[src/sv/stk_pkg.sv]
// Shared types and codes for the stack with middle access.
// Used by stk_cell, stk_chain and stack_with_middle_access; no dependencies.
package stk_pkg;

    localparam int unsigned VALUE_W   = 32;
    localparam int unsigned FUNC_W    = 2;
    localparam int unsigned STATUS_W  = 2;
    localparam int unsigned S_TDATA_W = 40;

    localparam logic [FUNC_W-1:0] FUNC_PUSH   = 2'd0;
    localparam logic [FUNC_W-1:0] FUNC_INSERT = 2'd1;
    localparam logic [FUNC_W-1:0] FUNC_DELETE = 2'd2;

    localparam logic [STATUS_W-1:0] ST_DONE  = 2'd0;
    localparam logic [STATUS_W-1:0] ST_FULL  = 2'd1;
    localparam logic [STATUS_W-1:0] ST_EMPTY = 2'd2;

    typedef logic [VALUE_W-1:0] word_t;

    // broadcast to every cell of a chain
    typedef struct packed {
        logic shift_up;    // take the neighbour nearer the head
        logic shift_down;  // take the neighbour further from the head
        logic wr_en;       // the cell at wr_pos takes wr_data (over any shift)
    } cell_ctrl_t;

endpackage

[src/sv/stk_cell.sv]
// One storage cell of a chain: holds one entry and moves it to a neighbour.
// Depends on stk_pkg.
module stk_cell #(
    parameter int unsigned IDX = 0,
    parameter int unsigned PW  = 1
) (
    input  logic                aclk,
    input  stk_pkg::cell_ctrl_t ctrl,
    input  logic [PW-1:0]       wr_pos,
    input  stk_pkg::word_t      wr_data,
    input  stk_pkg::word_t      up_data,
    input  stk_pkg::word_t      dn_data,
    output stk_pkg::word_t      data
);

    stk_pkg::word_t data_reg;
    stk_pkg::word_t data_next;

    always_comb begin
        if (ctrl.wr_en && (wr_pos == PW'(IDX))) begin
            data_next = wr_data;
        end else if (ctrl.shift_up) begin
            data_next = up_data;
        end else if (ctrl.shift_down) begin
            data_next = dn_data;
        end else begin
            data_next = data_reg;
        end
    end

    always_ff @(posedge aclk) begin
        data_reg <= data_next;
    end

    assign data = data_reg;

endmodule

[src/sv/stk_chain.sv]
// A row of stk_cell instances; cell 0 is the head, fed from head_data.
// Depends on stk_pkg and stk_cell.
module stk_chain #(
    parameter int unsigned N  = 32,
    parameter int unsigned PW = 5
) (
    input  logic                aclk,
    input  stk_pkg::cell_ctrl_t ctrl,
    input  logic [PW-1:0]       wr_pos,
    input  stk_pkg::word_t      wr_data,
    input  stk_pkg::word_t      head_data,
    output stk_pkg::word_t      first,
    output stk_pkg::word_t      second
);

    stk_pkg::word_t cell_q [N];

    for (genvar i = 0; i < N; i++) begin : g_cell
        stk_pkg::word_t up_d;
        stk_pkg::word_t dn_d;

        if (i == 0) begin : g_head
            assign up_d = head_data;
        end else begin : g_body
            assign up_d = cell_q[i-1];
        end

        if (i == N - 1) begin : g_tail
            assign dn_d = '0;
        end else begin : g_inner
            assign dn_d = cell_q[i+1];
        end

        stk_cell #(
            .IDX (i),
            .PW  (PW)
        ) u_cell (
            .aclk    (aclk),
            .ctrl    (ctrl),
            .wr_pos  (wr_pos),
            .wr_data (wr_data),
            .up_data (up_d),
            .dn_data (dn_d),
            .data    (cell_q[i])
        );
    end

    assign first = cell_q[0];

    if (N > 1) begin : g_second
        assign second = cell_q[1];
    end else begin : g_no_second
        assign second = '0;
    end

endmodule

[src/sv/stack_with_middle_access.sv]
// Bounded stack with access to its middle entry. Every request is finished in the cycle it is
// accepted and its result is registered, so it shows in the next cycle. A new request is
// taken when the result register is empty or its result leaves in the same cycle, giving one
// transaction per clock while the output keeps up; a stalled result holds off the input. The
// entries live in two chains of cells: the upper chain holds the top half with the middle entry
// fixed in its first cell, the lower chain holds the rest starting just below the middle.
// Push, insert and delete each shift the chains by at most one place, in parallel, so the
// middle is always read from a fixed cell. No clearing pass after reset is needed.
// Depends on stk_pkg, stk_chain and stk_cell.
module stack_with_middle_access #(
    parameter int unsigned DEPTH = 64
) (
    input  logic                                aclk,
    input  logic                                aresetn,
    input  logic                                s_tvalid,
    output logic                                s_tready,
    // [1:0] func, [33:2] value, [39:34] zero
    input  logic [stk_pkg::S_TDATA_W-1:0]       s_tdata,
    output logic                                m_tvalid,
    input  logic                                m_tready,
    // [1:0] status, then entry_total, removed_value, middle_value, zero fill
    output logic [(((2 + $clog2(DEPTH + 1) + 64) + 7) / 8) * 8 - 1:0] m_tdata
);

    localparam int unsigned CW  = $clog2(DEPTH + 1);
    localparam int unsigned UD  = (DEPTH + 1) / 2;
    localparam int unsigned LD  = DEPTH / 2;
    localparam int unsigned PWU = (UD > 1) ? $clog2(UD) : 1;
    localparam int unsigned PWL = (LD > 1) ? $clog2(LD) : 1;
    localparam int unsigned MW  = (((2 + CW + 64) + 7) / 8) * 8;

    logic [CW-1:0]   count_reg;
    logic [CW-1:0]   count_next;
    logic            m_valid_reg;
    logic [MW-1:0]   m_data_reg;

    logic [stk_pkg::FUNC_W-1:0] func;
    stk_pkg::word_t             value;
    logic                       accept;

    logic [CW:0]     cnt_p1;
    logic [CW-1:0]   upper_cnt;
    logic [PWU-1:0]  pos_a;
    logic [PWU-1:0]  pos_a_m1;
    logic            odd;
    logic            full;
    logic            empty;

    stk_pkg::cell_ctrl_t u_ctrl;
    stk_pkg::cell_ctrl_t l_ctrl;
    logic [PWU-1:0]      u_pos;
    stk_pkg::word_t      u_wdata;
    stk_pkg::word_t      l_head;
    stk_pkg::word_t      u0;
    stk_pkg::word_t      u1;
    stk_pkg::word_t      l0;
    stk_pkg::word_t      l1_unused;

    logic [stk_pkg::STATUS_W-1:0] status;
    stk_pkg::word_t               removed;
    stk_pkg::word_t               mid_sel;
    stk_pkg::word_t               mid_out;

    assign func   = s_tdata[1:0];
    assign value  = s_tdata[33:2];
    assign s_tready = !m_valid_reg || m_tready;
    assign accept = s_tvalid && s_tready;

    // size of the upper half: ceil(count / 2)
    assign cnt_p1    = {1'b0, count_reg} + 1'b1;
    assign upper_cnt = cnt_p1[CW:1];
    assign pos_a     = upper_cnt[PWU-1:0];
    assign pos_a_m1  = pos_a - 1'b1;
    assign odd       = count_reg[0];
    assign full      = (count_reg == CW'(DEPTH));
    assign empty     = (count_reg == '0);

    always_comb begin
        u_ctrl     = '0;
        l_ctrl     = '0;
        u_pos      = '0;
        u_wdata    = value;
        l_head     = value;
        status     = stk_pkg::ST_DONE;
        count_next = count_reg;
        removed    = '0;
        mid_sel    = u0;
        case (func)
            stk_pkg::FUNC_PUSH: begin
                if (full) begin
                    status = stk_pkg::ST_FULL;
                end else begin
                    count_next = count_reg + 1'b1;
                    if (!odd) begin
                        // halves equal: upper half grows at the top end
                        u_ctrl.wr_en = accept;
                        u_pos        = pos_a;
                        mid_sel      = empty ? value : u0;
                    end else begin
                        // middle moves down into the lower half
                        u_ctrl.shift_down = accept;
                        u_ctrl.wr_en      = accept;
                        u_pos             = pos_a_m1;
                        l_ctrl.shift_up   = accept;
                        l_head            = u0;
                        mid_sel           = (count_reg == CW'(1)) ? value : u1;
                    end
                end
            end
            stk_pkg::FUNC_INSERT: begin
                if (full) begin
                    status = stk_pkg::ST_FULL;
                end else begin
                    count_next = count_reg + 1'b1;
                    if (!odd) begin
                        // new entry becomes the middle
                        u_ctrl.shift_up = accept;
                        mid_sel         = value;
                    end else begin
                        l_ctrl.shift_up = accept;
                        l_head          = value;
                        mid_sel         = u0;
                    end
                end
            end
            stk_pkg::FUNC_DELETE: begin
                if (empty) begin
                    status = stk_pkg::ST_EMPTY;
                end else begin
                    count_next = count_reg - 1'b1;
                    removed    = u0;
                    if (odd) begin
                        u_ctrl.shift_down = accept;
                        mid_sel           = u1;
                    end else begin
                        // entry just below the middle takes its place
                        u_ctrl.wr_en      = accept;
                        u_pos             = '0;
                        u_wdata           = l0;
                        l_ctrl.shift_down = accept;
                        mid_sel           = l0;
                    end
                end
            end
            default: begin
            end
        endcase
    end

    assign mid_out = (count_next == '0) ? '0 : mid_sel;

    stk_chain #(
        .N  (UD),
        .PW (PWU)
    ) u_upper (
        .aclk      (aclk),
        .ctrl      (u_ctrl),
        .wr_pos    (u_pos),
        .wr_data   (u_wdata),
        .head_data (value),
        .first     (u0),
        .second    (u1)
    );

    stk_chain #(
        .N  (LD),
        .PW (PWL)
    ) u_lower (
        .aclk      (aclk),
        .ctrl      (l_ctrl),
        .wr_pos    ('0),
        .wr_data   (value),
        .head_data (l_head),
        .first     (l0),
        .second    (l1_unused)
    );

    always_ff @(posedge aclk) begin
        if (!aresetn) begin
            count_reg   <= '0;
            m_valid_reg <= 1'b0;
        end else begin
            if (accept) begin
                count_reg   <= count_next;
                m_valid_reg <= 1'b1;
            end else if (m_tready) begin
                m_valid_reg <= 1'b0;
            end
        end
    end

    always_ff @(posedge aclk) begin
        if (accept) begin
            m_data_reg <= MW'({mid_out, removed, count_next, status});
        end
    end

    assign m_tvalid = m_valid_reg;
    assign m_tdata  = m_data_reg;

endmodule

[config.mk]
export PLATFORM = sky130hd
export DESIGN_NAME = stack_with_middle_access
export DESIGN_NICKNAME = d
export VERILOG_FILES = /design/src/sv/stk_pkg.sv /design/src/sv/stk_cell.sv /design/src/sv/stk_chain.sv /design/src/sv/stack_with_middle_access.sv
export SDC_FILE = /design/constraint.sdc
export NUM_CORES = 2
export LEC_CHECK = 0
export BUFFER_PORTS_ARGS = -buffer_cell sky130_fd_sc_hd__buf_2
export CORE_ASPECT_RATIO = 1.75
export CORE_MARGIN = 2
export CORE_UTILIZATION = 55
export DETAILED_ROUTE_END_ITERATION = 7
export HOLD_SLACK_MARGIN = 0.02
export PLACE_DENSITY_LB_ADDON = 0.12
export REMOVE_ABC_BUFFERS = 1
export SYNTH_ARGS = -nofsm -noshare
export SYNTH_HDL_FRONTEND = slang
export SYNTH_SLANG_ARGS = --single-unit
[constraint.sdc]
create_clock -name aclk -period 37 [get_ports aclk]
set_input_delay 5.55 -clock aclk [delete_from_list [all_inputs] [get_ports aclk]]
set_output_delay 5.55 -clock aclk [all_outputs]
set_load 0.02 [all_outputs]
==> impl_metrics.py <==
metrics = {
    "sta": {
        "fmax_mhz": 81.4,
        "relSlewSlack_pct": 14.4,
        "fin_setup_tns_ns": 0,
        "rsz0062_at_grt": "no",
        "min_period_ns": 12.29,
        "post-route-period-util_pct": 33.2,
        "worst_pin_slew_ns": 1.28,
        "setup_viol": 0,
        "final.setup_skew_ns": 0.0470,
        "maxSlewViolCount": 0,
        "hold_viol": 0,
    },
    "clock_tree": {
        "cts_buffer_depth": 4,
        "htree_levels": 4,
        "clock-root-buffer": "clkbuf_16",
        "cts_setup_buffers": 0,
        "ctsHoldBuffers": 0,
        "path_clk_slew_ns": 0.07,
        "cts_tree": "built",
        "cts.sinks": 2129,
        "clock_latency_ns": 0.88,
        "post_cts_resized": 0,
        "cts_buffers": 201,
    },
    "placement": {
        "post_dp_cell_area_sq_mm": 0.103,
        "gp_congestion": 0.876,
        "io_buffer_count": 112,
        "dp_hpwl_microns": 157000,
    },
    "grt": {
        "grt_pass1_vias": 65300,
        "grt_pass1_wl_microns": 428000,
        "antenna_found_initial": 13,
        "track_usage_pct": 30.9,
        "grt_max_degree": 194,
        "globalRoute.totalOverflow": 0,
    },
    "floorplanning": {
        "dieArea_sq_mm": 0.186,
        "fp-row-count": 207,
        "coreArea_sq_mm": 0.182,
        "dieHeight_microns": 569,
        "die_width_microns": 327,
        "start_util_pct": 55.3,
        "ioPinCount": 126,
    },
    "routing": {
        "drt_first_pass_iters": 8,
        "antenna_left": 0,
        "postRouteWirelength_microns": 298000,
        "avgRoutedWirePerCell_microns": 30.8,
        "via_count": 66300,
        "drt_iter0_markers": 9695,
        "avgViaCountPerCell": 6.85,
        "drcViolationCount": 7,
    },
    "pwr": {
        "p_seq_share_pct": 51.9,
        "ir_drop_mv": 0.0417,
        "power_density_mw_per_mm2": 51.4,
        "total_leakage_power_nw": 39.2,
        "clockPowerShare_pct": 36.4,
        "pwr-share-comb_pct": 11.7,
        "power.switching_mw": 1.44,
        "p_int_mw": 4.17,
        "switching_share_pct": 25.7,
    },
    "yosys": {
        "ys_warn_count": 0,
        "synthSimpleGateAreaFrac_pct": 7.12,
        "yosys_most_used_dff": "edfxtp_1",
        "yosys.area_share.xor_xnor_pct": 0.0872,
        "synth_edf_count": 2121,
        "syn_inst": 7269,
        "ys_seq_elements": 2129,
        "synth_compound_area_share_pct": 8.20,
        "ys_seq_area_share_pct": 63.6,
        "ys_types": 66,
        "synth_top_family_by_area": "multiplexers",
        "synth-adder-area-share_pct": 0.0498,
        "syn_area_sq_mm": 0.100,
        "syn_area_per_cell_sq_um": 13.8,
        "synthMuxAreaShare_pct": 18.4,
        "synth-async-reset-ratio_pct": 0,
    },
    "final_layout": {
        "syn2layout_area_growth_pct": 8.73,
        "ff_latch_area_sq_mm": 0.0639,
        "post-route-util_pct": 60.1,
        "nFillCells": 14100,
        "multi_input_area_sq_mm": 0.0346,
        "drive_above_1_share_pct": 22.5,
        "nets": 7159,
        "final_cell_area_sq_mm": 0.109,
    },
    "worst_setup_path": {
        "cp_data_arrival_time_ns": 12.89,
        "worst_ep_required_time_ns": 37.61,
        "reg2regPathDepth": 13,
        "critPathKind": "in -> reg",
        "crit_path_end_kind": "flop",
        "startpoint": "s_tdata[1]",
        "reg2reg_slack_ns": 28.29,
        "start_kind": "input pin",
        "path_max_fanout": 99,
        "r2r-end": "u_lower.g_cell[29].u_cell.data[3]",
        "r2r_start": "count_reg[1]",
    },
    "worst_hold_path": {
        "hold_class": "reg -> reg",
        "min_to": "u_lower.g_cell[30].u_cell.data[2]",
        "min_from": "u_lower.g_cell[31].u_cell.data[2]",
        "min_delay_path_depth": 1,
    },
    "run_status": {
        "violations": "DRC",
        "outcome": "complete, but fails checks",
    },
    "flow_run": {
        "drv_cap": 0,
    },
}
layout by cell type (no fill, tap or decap), types with 102 or more instances in the layout:
| master | Yosys | routed |
|---|---|---|
| nor2_1 | 256 | 255 |
| a22oi_1 | 179 | 179 |
| clkbuf_16 | 0 | 206 |
| nand2_1 | 1342 | 1307 |
| a32oi_1 | 606 | 606 |
| mux2i_1 | 654 | 654 |
| buf_4 | 15 | 102 |
| buf_2 | 243 | 112 |
| mux2_2 | 1051 | 1051 |
| edfxtp_1 | 2121 | 2121 |
cell families after synthesis:
kind of cell,count (synthesis)
DFF,2129
and+or+nand+nor,1782
muxes,1711
AOI/OAI and AO/OA,1032
buffers and inverters,600
xor gates and xnor gates,10
adders and majority gates,4
other,1
layout make-up:
type | instances | area share [%]
diodes | 15 | 0.0344
clock buffers | 254 | 4.89
clock inverters | 95 | 0.803
inverters | 12 | 0.0435
multi-input cells | 4546 | 31.7
flip-flops and latches | 2129 | 58.5
well taps | 2403 | 2.75
repair buffers | 221 | 1.34
worst max path at each step:
| stage | end | slack [ns] |
|---|---|---|
| 2_1_floorplan | u_lower.g_cell[0].u_cell.data[0] | -22.65 |
| 3_3_place_gp | u_lower.g_cell[13].u_cell.data[3] | 24.04 |
| 3_5_place_dp | u_lower.g_cell[23].u_cell.data[19] | 23.87 |
| 4_1_cts | u_lower.g_cell[30].u_cell.data[3] | 24.75 |
| 5_1_grt | u_lower.g_cell[23].u_cell.data[0] | 24.16 |
| 6_report | u_lower.g_cell[29].u_cell.data[3] | 24.71 |
layer usage:
| layer | part of all wire, % | wire length (microns) | global-route usage [%] | vias up |
|---|---|---|---|---|
| met5 | 0.028 | 82 | 0 | - |
| li1 | - | - | - | 27800 |
| met3 | 11 | 32000 | 7.50 | 1131 |
| met2 | 46 | 137000 | 48.2 | 4356 |
| met1 | 36 | 108000 | 38.9 | 33000 |
| met4 | 6.8 | 20200 | 19.4 | 16 |
metrics by stage:
| step | power [mW] | setup slack (ns) | instances | hold slack [ns] |
|---|---|---|---|---|
| detailed placement | 3.60 | 23.87 | 9311 | 0.534 |
| floorplan | 3.56 | -22.65 | 6687 | 0.520 |
| global route | 5.76 | 24.16 | 9665 | 0.567 |
| CTS | 5.62 | 24.75 | 9660 | 0.541 |
| finish | 5.61 | 24.71 | 9675 | 0.540 |
| global placement | 3.57 | 24.04 | 9311 | 0.528 |
synth_stat cells (all sizes together), types with 3 or more instances:
cell,n,area (sq um)
a22oi,179,1340
mux2,1057,11900
a32oi,606,5310
nor4b,3,41.3
nor2,256,961
or3,3,18.8
clkbuf,303,1140
inv,12,45.0
dfxtp,8,160
nand4,4,25.0
o211ai,34,255
xnor2,8,70.1
o21ai,83,419
buf,285,1430
ha,4,50.1
nor2b,4,25.0
edfxtp,2121,63700
a222oi,32,320
nor3b,3,22.5
a21oi,73,365
nor4,5,58.8
mux2i,654,6550
and2,74,463
nand3,58,290
nand2,1353,5110
nand4b,3,26.3
nor3,5,30.0
a21boi,3,22.5
critical path, stage by stage:
cell and delay, ns:
buf_2 0.19, a2111o_1 0.58, nor2_4 0.12, buf_4 0.55, buf_4 0.82, buf_4 0.87, buf_4 0.65, buf_4 0.81
buf_4 0.92, buf_4 1.00, mux2_2 0.43
power groups by stage:
stage | Combinational (mW) | Clock (mW) | Sequential, mW
4_1_cts | 0.639 | 2.07 | 2.91
6_report | 0.657 | 2.04 | 2.91
3_3_place_gp | 0.621 | 0 | 2.95
2_1_floorplan | 0.581 | 0 | 2.98
3_5_place_dp | 0.637 | 0 | 2.96
5_1_grt | 0.684 | 2.15 | 2.92
(Power assumes the default switching activity.)
